$ cat config.mk
export PLATFORM = sky130hd
export DESIGN_NAME = rainbow_reduction_index_to_text_top_flat
export DESIGN_NICKNAME = d
export VERILOG_FILES = /design/src/hw/rtl/rrit_pkg.sv /design/src/hw/rtl/rrit_ifs.sv /design/src/hw/rtl/rainbow_reduction_index_to_text_top.sv /design/src/hw/rtl/rrit_div.sv /design/src/flat_wrapper.sv
export SDC_FILE = /design/constraint.sdc
export NUM_CORES = 2
export LEC_CHECK = 0
export ABC_AREA = 1
export BUFFER_PORTS_ARGS = -buffer_cell sky130_fd_sc_hd__buf_2
export CELL_PAD_IN_SITES_DETAIL_PLACEMENT = 1
export CELL_PAD_IN_SITES_GLOBAL_PLACEMENT = 1
export CORE_UTILIZATION = 32
export DETAILED_ROUTE_END_ITERATION = 8
export PLACE_DENSITY_LB_ADDON = 0.2
export SLEW_MARGIN = 15
export SYNTH_ARGS = -nofsm -noshare
export SYNTH_HDL_FRONTEND = slang
export SYNTH_SLANG_ARGS = --single-unit
$ cat constraint.sdc
create_clock -name clk -period 18.4 [get_ports clk]
set_input_delay 2.76 -clock clk [delete_from_list [all_inputs] [get_ports clk]]
set_output_delay 2.76 -clock clk [all_outputs]
set_load 0.005 [all_outputs]
$ cat src/hw/rtl/rrit_pkg.sv
// Package for the rainbow reduction block: widths, register map, reset values,
// divider command type and the length clamp. Depends on nothing.
package rrit_pkg;

  localparam int MAX_LEN     = 16;
  localparam int WORD_W      = 64;
  localparam int COL_W       = 16;
  localparam int ALPHA_W     = 9;
  localparam int LEN_W       = 5;
  localparam int POS_W       = 4;
  localparam int SYM_W       = 8;
  localparam int ADDR_W      = 5;
  localparam int DATA_W      = 64;
  localparam int NARROW_BITS = 8;
  localparam int DIV_CNT_W   = 7;

  // Register indexes, placed at byte address 8*i
  typedef enum logic [1:0] {
    REG_ALPHABET = 2'd0,
    REG_MIN_LEN  = 2'd1,
    REG_MAX_LEN  = 2'd2,
    REG_SPACE    = 2'd3
  } reg_idx_t;

  localparam logic [ALPHA_W-1:0] ALPHABET_RST = 9'd26;
  localparam logic [LEN_W-1:0]   MIN_LEN_RST  = 5'd1;
  localparam logic [LEN_W-1:0]   MAX_LEN_RST  = 5'd6;
  localparam logic [WORD_W-1:0]  SPACE_RST    = 64'd321272406;

  // Command to the shared divider
  typedef struct packed {
    logic start;
    logic narrow;
  } div_cmd_t;

  // Clamp a length register to 1..MAX_LEN
  function automatic logic [LEN_W-1:0] clamp_len(input logic [LEN_W-1:0] v);
    if (v == '0) begin
      return LEN_W'(1);
    end else if (v > LEN_W'(MAX_LEN)) begin
      return LEN_W'(MAX_LEN);
    end
    return v;
  endfunction

endpackage

$ cat src/hw/rtl/rrit_ifs.sv
// Valid/ready channel interfaces for the digest input and the symbol output.
// Depends on rrit_pkg.
interface rrit_digest_if;
  import rrit_pkg::*;
  logic              valid;
  logic              ready;
  logic [WORD_W-1:0] digest_word;
  logic [COL_W-1:0]  column;
  modport source (output valid, digest_word, column, input ready);
  modport sink   (input valid, digest_word, column, output ready);
endinterface

interface rrit_text_if;
  import rrit_pkg::*;
  logic             valid;
  logic             ready;
  logic [SYM_W-1:0] symbol;
  logic [POS_W-1:0] position;
  logic             is_last;
  modport source (output valid, symbol, position, is_last, input ready);
  modport sink   (input valid, symbol, position, is_last, output ready);
endinterface

$ cat src/hw/rtl/rainbow_reduction_index_to_text_top.sv
// Top level of the rainbow reduction block: register port, sequencer and
// output register. Depends on rrit_pkg, rrit_ifs and rrit_div.
//
// Takes one digest word and column, reduces their sum modulo space_size, picks
// the text length and emits its symbols from the last position down to zero,
// one transfer per symbol, is_last on position zero. One item is worked at a
// time and the input is not ready until its last symbol is in the output
// register. An item is taken in, reduced by the modulo (skipped when
// space_size is 0), then the first count is formed, the lengths are
// stepped over until the search ends, and each symbol is formed and
// emitted while the output register is free. The modulo and the digits run
// through one shared divider: the modulo retires one quotient bit per cycle,
// each symbol eight quotient bits per cycle; a stalled output holds the
// symbol until the register is free. Registers sit at byte address 8*i:
// radix, min_length, max_length, space_size.
module rainbow_reduction_index_to_text_top (
  input  logic                         clk,
  input  logic                         rst,
  input  logic                         psel,
  input  logic                         penable,
  input  logic                         pwrite,
  input  logic [rrit_pkg::ADDR_W-1:0]  paddr,
  input  logic [rrit_pkg::DATA_W-1:0]  pwdata,
  output logic [rrit_pkg::DATA_W-1:0]  prdata,
  output logic                         pready,
  rrit_digest_if.sink                  digest,
  rrit_text_if.source                  text
);
  import rrit_pkg::*;

  typedef enum logic [2:0] {
    S_IDLE,
    S_MOD_START,
    S_MOD_WAIT,
    S_POW,
    S_SEARCH,
    S_DIG_START,
    S_DIG_WAIT,
    S_EMIT
  } state_t;

  // Configuration registers
  logic [ALPHA_W-1:0] radix;
  logic [LEN_W-1:0]   min_length;
  logic [LEN_W-1:0]   max_length;
  logic [WORD_W-1:0]  space_size;

  // Sequencer state
  state_t            state;
  logic [WORD_W-1:0] idx;
  logic [WORD_W-1:0] cnt;
  logic              over;
  logic [LEN_W-1:0]  len;
  logic [LEN_W-1:0]  pow_k;
  logic [POS_W-1:0]  dig_pos;
  logic [SYM_W-1:0]  sym;

  // Output register
  logic             out_valid;
  logic [SYM_W-1:0] out_symbol;
  logic [POS_W-1:0] out_position;
  logic             out_is_last;

  logic [ALPHA_W-1:0]        a_eff;
  logic [LEN_W-1:0]          lo;
  logic [LEN_W-1:0]          hi;
  logic [WORD_W+ALPHA_W-1:0] prod;
  logic                      prod_over;
  logic                      cfg_wr;
  reg_idx_t                  cfg_idx;
  logic                      emit_fire;

  div_cmd_t          div_cmd;
  logic              div_by_alpha;
  logic              div_done;
  logic [WORD_W-1:0] div_quo;
  logic [WORD_W-1:0] div_rem;

  assign a_eff     = (radix == '0) ? ALPHA_W'(1) : radix;
  assign lo        = clamp_len(min_length);
  assign hi        = clamp_len(max_length);
  assign prod      = (WORD_W+ALPHA_W)'(cnt) * (WORD_W+ALPHA_W)'(a_eff);
  assign prod_over = |prod[WORD_W+ALPHA_W-1:WORD_W];
  assign emit_fire = (state == S_EMIT) && (!out_valid || text.ready);

  // Register port
  assign pready  = 1'b1;
  assign cfg_wr  = psel && penable && pwrite;
  assign cfg_idx = reg_idx_t'(paddr[ADDR_W-1:ADDR_W-2]);

  always_ff @(posedge clk) begin
    if (rst) begin
      radix      <= ALPHABET_RST;
      min_length <= MIN_LEN_RST;
      max_length <= MAX_LEN_RST;
      space_size <= SPACE_RST;
    end else if (cfg_wr) begin
      unique case (cfg_idx)
        REG_ALPHABET: radix      <= pwdata[ALPHA_W-1:0];
        REG_MIN_LEN:  min_length <= pwdata[LEN_W-1:0];
        REG_MAX_LEN:  max_length <= pwdata[LEN_W-1:0];
        REG_SPACE:    space_size <= pwdata[WORD_W-1:0];
        default:      ;
      endcase
    end
  end

  always_comb begin
    unique case (cfg_idx)
      REG_ALPHABET: prdata = DATA_W'(radix);
      REG_MIN_LEN:  prdata = DATA_W'(min_length);
      REG_MAX_LEN:  prdata = DATA_W'(max_length);
      REG_SPACE:    prdata = DATA_W'(space_size);
      default:      prdata = '0;
    endcase
  end

  // Shared divider: modulo by space_size, then digits by the alphabet
  assign div_cmd.start  = (state == S_MOD_START) || (state == S_DIG_START);
  assign div_cmd.narrow = (state == S_DIG_START);
  assign div_by_alpha   = (state == S_DIG_START) || (state == S_DIG_WAIT);

  rrit_div u_div (
    .clk       (clk),
    .rst       (rst),
    .cmd       (div_cmd),
    .dividend  (idx),
    .divisor   (div_by_alpha ? WORD_W'(a_eff) : space_size),
    .done      (div_done),
    .quotient  (div_quo),
    .remainder (div_rem)
  );

  // Sequencer and output register
  always_ff @(posedge clk) begin
    if (rst) begin
      state     <= S_IDLE;
      out_valid <= 1'b0;
    end else begin
      // Load the output register on an emit, clear it once taken
      if (emit_fire) begin
        out_valid <= 1'b1;
      end else if (out_valid && text.ready) begin
        out_valid <= 1'b0;
      end
      unique case (state)
        S_IDLE: begin
          if (digest.valid) begin
            idx   <= digest.digest_word + WORD_W'(digest.column);
            cnt   <= WORD_W'(1);
            over  <= 1'b0;
            pow_k <= '0;
            state <= (space_size == '0) ? S_POW : S_MOD_START;
          end
        end
        S_MOD_START: state <= S_MOD_WAIT;
        S_MOD_WAIT: begin
          if (div_done) begin
            idx   <= div_rem;
            state <= S_POW;
          end
        end
        // Raise the alphabet to the shortest length
        S_POW: begin
          if (pow_k == lo) begin
            len   <= lo;
            state <= S_SEARCH;
          end else begin
            cnt   <= prod[WORD_W-1:0];
            over  <= over | prod_over;
            pow_k <= pow_k + LEN_W'(1);
          end
        end
        // Drop whole shorter lengths from the index
        S_SEARCH: begin
          if ((len < hi) && !over && (idx >= cnt)) begin
            idx  <= idx - cnt;
            len  <= len + LEN_W'(1);
            cnt  <= prod[WORD_W-1:0];
            over <= over | prod_over;
          end else begin
            dig_pos <= POS_W'(len - LEN_W'(1));
            state   <= S_DIG_START;
          end
        end
        S_DIG_START: state <= S_DIG_WAIT;
        S_DIG_WAIT: begin
          if (div_done) begin
            idx   <= div_quo;
            sym   <= div_rem[SYM_W-1:0];
            state <= S_EMIT;
          end
        end
        // Hand the symbol to the output register once it is free
        S_EMIT: begin
          if (emit_fire) begin
            out_symbol   <= sym;
            out_position <= dig_pos;
            out_is_last  <= (dig_pos == '0);
            if (dig_pos == '0) begin
              state <= S_IDLE;
            end else begin
              dig_pos <= dig_pos - POS_W'(1);
              state   <= S_DIG_START;
            end
          end
        end
        default: state <= S_IDLE;
      endcase
    end
  end

  assign digest.ready  = (state == S_IDLE);
  assign text.valid    = out_valid;
  assign text.symbol   = out_symbol;
  assign text.position = out_position;
  assign text.is_last  = out_is_last;

endmodule

$ cat src/hw/rtl/rrit_div.sv
// Shared restoring divider: one quotient bit per cycle against a 64-bit
// divisor, or eight bits per cycle against a 9-bit divisor. Depends on rrit_pkg.
module rrit_div (
  input  logic                          clk,
  input  logic                          rst,
  input  rrit_pkg::div_cmd_t            cmd,
  input  logic [rrit_pkg::WORD_W-1:0]   dividend,
  input  logic [rrit_pkg::WORD_W-1:0]   divisor,
  output logic                          done,
  output logic [rrit_pkg::WORD_W-1:0]   quotient,
  output logic [rrit_pkg::WORD_W-1:0]   remainder
);
  import rrit_pkg::*;

  logic [WORD_W-1:0]    quo;
  logic [WORD_W-1:0]    rem;
  logic [DIV_CNT_W-1:0] cnt;
  logic                 narrow;

  logic [WORD_W-1:0]    quo_next;
  logic [WORD_W-1:0]    rem_next;
  logic [DIV_CNT_W-1:0] cnt_next;

  logic [WORD_W:0]      wide_t;
  logic [ALPHA_W:0]     nt;
  logic [ALPHA_W-1:0]   nr;
  logic [WORD_W-1:0]    nq;

  // One step: a wide compare-subtract or a short chain of narrow ones
  always_comb begin
    wide_t   = {rem, quo[WORD_W-1]};
    nr       = rem[ALPHA_W-1:0];
    nq       = quo;
    nt       = '0;
    quo_next = quo;
    rem_next = rem;
    if (narrow) begin
      for (int i = 0; i < NARROW_BITS; i++) begin
        nt = {nr, nq[WORD_W-1]};
        nq = {nq[WORD_W-2:0], 1'b0};
        if (nt >= {1'b0, divisor[ALPHA_W-1:0]}) begin
          nt    = nt - {1'b0, divisor[ALPHA_W-1:0]};
          nq[0] = 1'b1;
        end
        nr = nt[ALPHA_W-1:0];
      end
      quo_next = nq;
      rem_next = WORD_W'(nr);
      cnt_next = cnt - DIV_CNT_W'(NARROW_BITS);
    end else begin
      if (wide_t >= {1'b0, divisor}) begin
        rem_next = WORD_W'(wide_t - {1'b0, divisor});
        quo_next = {quo[WORD_W-2:0], 1'b1};
      end else begin
        rem_next = wide_t[WORD_W-1:0];
        quo_next = {quo[WORD_W-2:0], 1'b0};
      end
      cnt_next = cnt - DIV_CNT_W'(1);
    end
  end

  // Load on start, step while the count runs, flag the last step
  always_ff @(posedge clk) begin
    if (rst) begin
      cnt  <= '0;
      done <= 1'b0;
    end else begin
      done <= 1'b0;
      if (cmd.start) begin
        quo    <= dividend;
        rem    <= '0;
        cnt    <= DIV_CNT_W'(WORD_W);
        narrow <= cmd.narrow;
      end else if (cnt != '0) begin
        quo  <= quo_next;
        rem  <= rem_next;
        cnt  <= cnt_next;
        done <= (cnt_next == '0);
      end
    end
  end

  assign quotient  = quo;
  assign remainder = rem;

endmodule

$ cat src/flat_wrapper.sv
// flat-port wrapper written by rule: the top's interface ports become plain ports
module rainbow_reduction_index_to_text_top_flat import rrit_pkg::*;
  (clk, rst, psel, penable, pwrite, paddr, pwdata, prdata, pready, digest_valid, digest_digest_word, digest_column, digest_ready, text_valid, text_symbol, text_position, text_is_last, text_ready);
  rrit_digest_if digest_i ();
  rrit_text_if text_i ();
  input  logic clk;
  input  logic rst;
  input  logic psel;
  input  logic penable;
  input  logic pwrite;
  input  logic [rrit_pkg::ADDR_W-1:0] paddr;
  input  logic [rrit_pkg::DATA_W-1:0] pwdata;
  output logic [rrit_pkg::DATA_W-1:0] prdata;
  output logic pready;
  input wire logic [$bits(digest_i.valid)-1:0] digest_valid;
  input wire logic [$bits(digest_i.digest_word)-1:0] digest_digest_word;
  input wire logic [$bits(digest_i.column)-1:0] digest_column;
  output wire logic [$bits(digest_i.ready)-1:0] digest_ready;
  output wire logic [$bits(text_i.valid)-1:0] text_valid;
  output wire logic [$bits(text_i.symbol)-1:0] text_symbol;
  output wire logic [$bits(text_i.position)-1:0] text_position;
  output wire logic [$bits(text_i.is_last)-1:0] text_is_last;
  input wire logic [$bits(text_i.ready)-1:0] text_ready;
  assign digest_i.valid = digest_valid;
  assign digest_i.digest_word = digest_digest_word;
  assign digest_i.column = digest_column;
  assign digest_ready = digest_i.ready;
  assign text_valid = text_i.valid;
  assign text_symbol = text_i.symbol;
  assign text_position = text_i.position;
  assign text_is_last = text_i.is_last;
  assign text_i.ready = text_ready;
  rainbow_reduction_index_to_text_top u_core (.clk(clk), .rst(rst), .psel(psel), .penable(penable), .pwrite(pwrite), .paddr(paddr), .pwdata(pwdata), .prdata(prdata), .pready(pready), .digest(digest_i), .text(text_i));
endmodule
# --- Yosys cells after proc, flatten, opt, wreduce, memory -nomap -nowiden ---
# Cells that the tools add are included.
op_classes:
  add_sub_neg: 17
  reduce_logical: 44
  magnitude_cmp: 13
  bitwise: 3
  n_mux: 80
  n_mul: 1
  n_eq_ne: 20
ops:
  columns: ["cell", "n"]
  rows:
  - ["$mux 64", 14]
  - ["$pmux 64 s4", 2]
  - ["$pmux 64 s3", 1]
  - ["$mux 9", 16]
  - ["$sub 64x64->64", 2]
  - ["$ge 10x9->1", 8]
  - ["$mul 64x9->73", 1]
  - ["$sub 9x9->9", 8]
  - ["$ge 65x64->1", 1]
  - ["$add 64x16->64", 1]
  - ["$ge 64x64->1", 1]
  - ["$logic_not 64->1", 1]
  - ["$mux 5", 10]
  - ["$pmux 3 s8", 1]
  - ["$mux 3", 7]
  - ["$mux 7", 3]
  - ["$pmux 5 s2", 2]
  - ["$mux 1", 18]
  - ["$eq 3x3->1 const B", 4]
  - ["$mux 4", 3]
  - ["$ne 2x2->1 const B", 6]
  - ["$reduce_and 2->1", 6]
  - ["$reduce_and 6->1", 2]
  - ["$add 5x1->5 const B", 2]
  - ["other kinds (35)", 58]
totals:
  register_bits: 388
  word_cells: 200
  output_inout_bits: 80
  input_bits: 156

# --- Depth between registers and ports, before layout ---
depth:
  depth_word: 29
  ltp_mapped: 107
  ltp_nobuf: 99

# --- Cells and area by module ---
# A second synthesis with hierarchy kept.
unflattened:
  cells_unflattened: 7539
  hier_area_um2: 52186.3
modules_own_cells:
  columns: ["module", "seq_area_each_um2", "instances", "cells_per_inst", "area_per_inst_um2"]
  rows:
  - ["rainbow_reduction_index_to_text_top", 6666.4, 1, 5586, 38154.1]
  - ["rrit_div", 4033.9, 1, 1953, 14032.2]

# --- Worst setup path before layout ---
# OpenSTA, ideal clock, no wires.
synth_timing:
  path_type: "reg-to-reg"
  startpoint: "register u_core.state[1]"
  endpoint: "register u_core.u_div.rem[7], in the netlist u_core.u_div.remainder[7] (data pin)"
  required_time_ns: 18.151
  stages_incl_launch_ff: 105
  n_path_buf: 9
  period_less_slack_ns: 15.615
  setup_ns: 0.249
  path_slack_ns: 2.785
  arrival_ns: 15.365
  cell_sequence: "dfxtp_1 -> inv_1 -> ha_1 -> buf_4 -> nand2_4 -> nand2_4 -> inv_1 -> clkbuf_1 -> o21ai_0 -> ha_1 -> inv_1 -> fa_1 -> nand2_1 -> inv_1 -> nor2_1 -> a21oi_2 -> nand2_1 -> nand2_2 -> [69 not listed] -> clkbuf_1 -> nand2_1 -> o21ai_0 -> ha_1 -> nand2_1 -> nor2_1 -> a211oi_1 -> nor2_1 -> o21ai_0 -> nand2_1 -> nand2_1 -> nand2_1 -> nand2_1 -> nand2_1 -> nand3_2 -> nand3_1 -> nand2_1 -> inv_1"
synth_lines:
  columns: ["element", "line", "text"]
  rows:
  - ["from (decl)", "rainbow_reduction_index_to_text_top.sv:49", "state_t state;"]
  - ["from (signal assigned)", "rainbow_reduction_index_to_text_top.sv:153", "state <= (space_size == '0) ? S_POW : S_MOD_START;"]
  - ["to (signal assigned)", "rrit_div.sv:76", "rem <= rem_next;"]
  - ["to (decl)", "rrit_div.sv:16", "logic [WORD_W-1:0] rem;"]

==> impl_metrics.ini <==
[outcome]
run_status = finished, violations left
failed_checks = design-rule violations

[clocking]
cts-htree-levels = 2
insertion_delay_ps = 690
cts_buffers = 53
clk_pin_slew_ps = 60
cts-root-buf = clkbuf_16
cts_tree = yes
cts_sinks = 388
cts.path.max_buffers = 3

[min_path]
worstHoldPathType = reg -> reg
hold_depth = 0
whs_endpoint = u_core.text.symbol[7]
hold_path_startpoint = u_core.sym[7]

[global_route]
grt_pass1_vias = 45000
grt_overflow_total = 0
grt_usage_pct = 24.9
grt_pass1_wl_mm = 281
grt_max_degree = 89
antenna_found_initial = 9

[synth]
synth-xor-area-share_pct = 3.33
synth_mux_area_share_pct = 0.0430
ys_types = 62
syn-num-nets = 7066
synthFlopType = edfxtp_1
synth-edff-count = 293
syn_inst = 6154
ys_warn_count = 0
async_flop_share_pct = 0
synth_top_family_by_area = adder cells
synth_area_sq_um = 46600
avgSynthCellArea_sq_um = 7.57
seq_area_frac_synth_pct = 23.0
synth-compound-area-share_pct = 16.0
synth-seq-cells = 388
synth-simple-area-share_pct = 19.3
synth_adder_area_share_pct = 27.5

[worst_setup_path]
endpoint_kind = flop
reg2reg_from = u_core.state[1]
crit_fanout = 44
r2r_setup_slack_ps = 1640
crit_path_frequent_cell = nand2_1
critPathMaxStageDelay_ps = 450
reg2reg_depth = 93
required_ps = 18840
path_class = reg -> reg
worstPathArrival_ps = 17190
cp-start-kind = flop
slowest_stage = fa_1
timing.rr.end = u_core.u_div.remainder[7]

[sta]
hold_viol_final = 0
max_slew_margin_pct = 25.3
tns_ps = 0
max_slew.worst_pin.slew_ps = 1110
maxSlewViolCount = 0
setup_viol = 0
clock.fmax_ghz = 0.0597
period_needed_ps = 16760
grt_setup_unrepaired = no
post-route-period-util_pct = 91.1
fin_skew_ps = 53.2

[detailed_routing]
via_count = 43000
drc = 12
dr.first_iter.drc_count = 2718
dr.pass1.iters = 7
wl_mm = 184
wl_per_cell_microns = 22.5
via_per_inst = 5.24
ant_nets = 0

[floorplanning]
start_util_pct = 32.3
dieArea_sq_um = 147000
die_y_microns = 384
io_pins = 236
core_area_sq_um = 144000
rows = 139
fp.dieW_microns = 384

[run]
cap_viol_max_count = 0

[final_layout]
drive_gt1_share_pct = 8.44
nets = 7158
syn2layout_area_growth_pct = 10.8
fill_cells = 17700

[placed_design]
port_buffers = 231
hpwl_mm = 147
gp_congestion = 0.948
-- Yosys cell counts, types with 7 or more instances --
| master | number | area share [%] |
|---|---|---|
| a211oi_1 | 12 | 0.19 |
| a21boi_0 | 8 | 0.13 |
| a21boi_1 | 7 | 0.11 |
| a21o_1 | 12 | 0.19 |
| a21oi_1 | 578 | 6.2 |
| a221oi_1 | 11 | 0.21 |
| a31oi_1 | 42 | 0.56 |
| buf_1 | 28 | 0.23 |
| clkbuf_1 | 210 | 1.7 |
| dfxtp_1 | 95 | 4.1 |
| edfxtp_1 | 293 | 19 |
| fa_1 | 445 | 19 |
| ha_1 | 311 | 8.4 |
| inv_1 | 1069 | 8.6 |
| nand2_1 | 1402 | 11 |
| nand2_2 | 17 | 0.23 |
| nand3_1 | 144 | 1.5 |
| nand3_2 | 14 | 0.30 |
| nand4_1 | 43 | 0.58 |
| nor2_1 | 408 | 3.3 |
| nor3_1 | 47 | 0.51 |
| nor4_1 | 19 | 0.26 |
| o2111ai_1 | 54 | 1.0 |
| o211ai_1 | 37 | 0.60 |
| o21a_1 | 26 | 0.42 |
| o21ai_0 | 373 | 4.0 |
| o21ai_1 | 31 | 0.33 |
| o21bai_1 | 18 | 0.29 |
| o221ai_1 | 18 | 0.34 |
| o22ai_1 | 62 | 0.83 |
| o31ai_1 | 9 | 0.15 |
| or2_2 | 58 | 0.78 |
| xnor2_1 | 82 | 1.5 |
| xor2_1 | 95 | 1.8 |
-- worst max path at each step --
stage | startpoint | to | slack (ps)
3_3_place_gp | u_core.state[2] | u_core.u_div.remainder[7] | 470
4_1_cts | u_core.state[1] | u_core.u_div.remainder[7] | 9
5_1_grt | u_core.state[0] | u_core.u_div.remainder[7] | 30
2_1_floorplan | u_core.state[1] | u_core.u_div.remainder[7] | 2790
6_report | u_core.state[1] | u_core.u_div.remainder[7] | 1640
3_5_place_dp | u_core.state[2] | u_core.u_div.remainder[7] | -90
-- metal layers --
metal / vias up / routed length [microns] / track usage (%)
li1: 20100 / - / -
met1: 21700 / 85500 / 34.5
met2: 865 / 84700 / 40.7
met3: 207 / 8710 / 2.98
met4: 14 / 5420 / 6.89
met5: - / 90 / 0
-- through the flow --
step / util [%] / std cells / setup WS [ps] / hold slack [ps] / area, sq um
after floorplan: - / 6154 / 2790 / 400 / 46600
after global placement: 34.5 / 8087 / 466 / 402 / 49600
after detailed placement: 34.5 / 8087 / -90.9 / 413 / 49600
after CTS: 35.8 / 8184 / 8.59 / 431 / 51500
after global routing: 35.8 / 8191 / 32.0 / 435 / 51600
final: 35.8 / 8194 / 1640 / 426 / 51600
-- kinds of logic (layout without fill, tap and decap cells) --
group,count (synthesis),in the layout
and+or+nand+nor,2181,2181
buffers and inverters,1329,1463
AOI/OAI and AO/OA,1320,1320
adders and majority gates,756,756
DFF,388,388
xor gates and xnor gates,177,177
muxes,2,2
other,1,4
-- sequential cells by signal (all words and copies together), names as in the netlist, 3 cells and up --
| signal | flops |
|---|---|
| u_core.cnt | 64 |
| u_core.dig_pos | 4 |
| u_core.idx | 64 |
| u_core.len | 5 |
| u_core.max_length | 5 |
| u_core.min_length | 5 |
| u_core.pow_k | 5 |
| u_core.radix | 9 |
| u_core.space_size | 64 |
| u_core.state | 3 |
| u_core.sym | 8 |
| u_core.text.position | 4 |
| u_core.text.symbol | 8 |
| u_core.u_div.cnt | 7 |
| u_core.u_div.quotient | 64 |
| u_core.u_div.remainder | 64 |
-- placed cells by master, fill, tap and decap left out, types with 86 or more instances in the layout --
cell and instances:
a21oi_1 578, buf_2 231, dfxtp_1 86, edfxtp_1 293
fa_1 445, ha_1 311, inv_1 1063, nand2_1 1398
nand3_1 144, nor2_1 402, o21ai_0 356, xor2_1 95
-- layout make-up --
type	count	area, sq um	share of cell area [%]
multi-input combinational	4437	30900	60.0
sequential	388	10700	20.8
inverter	1080	4070	7.88
tap	1903	2380	4.61
timing repair buffer	286	1610	3.13
clock buffer	58	1350	2.61
clock inverter	39	536	1.04
antenna	3	7.51	0.0145
-- worst max-delay path: cells and delay by family (launching register included) --
family / cells / cell delay (ps)
buf+inv: 18 / 2630
simple gates: 40 / 4700
compound gates: 26 / 5250
fa+ha+maj: 9 / 3520
flops: 1 / 360
-- repair_timing --
action / CTS / global route
hold buffers: 0 / 0
buffers inserted: 0 / 7
pin swaps: 0 / 0
resized for setup: 2 / 23
endpoints found under the setup margin: 3 / 10
Power is left out: the tool's default activity adds up to more than one toggle a clock period on the data nets, which glitch-free logic cannot reach.
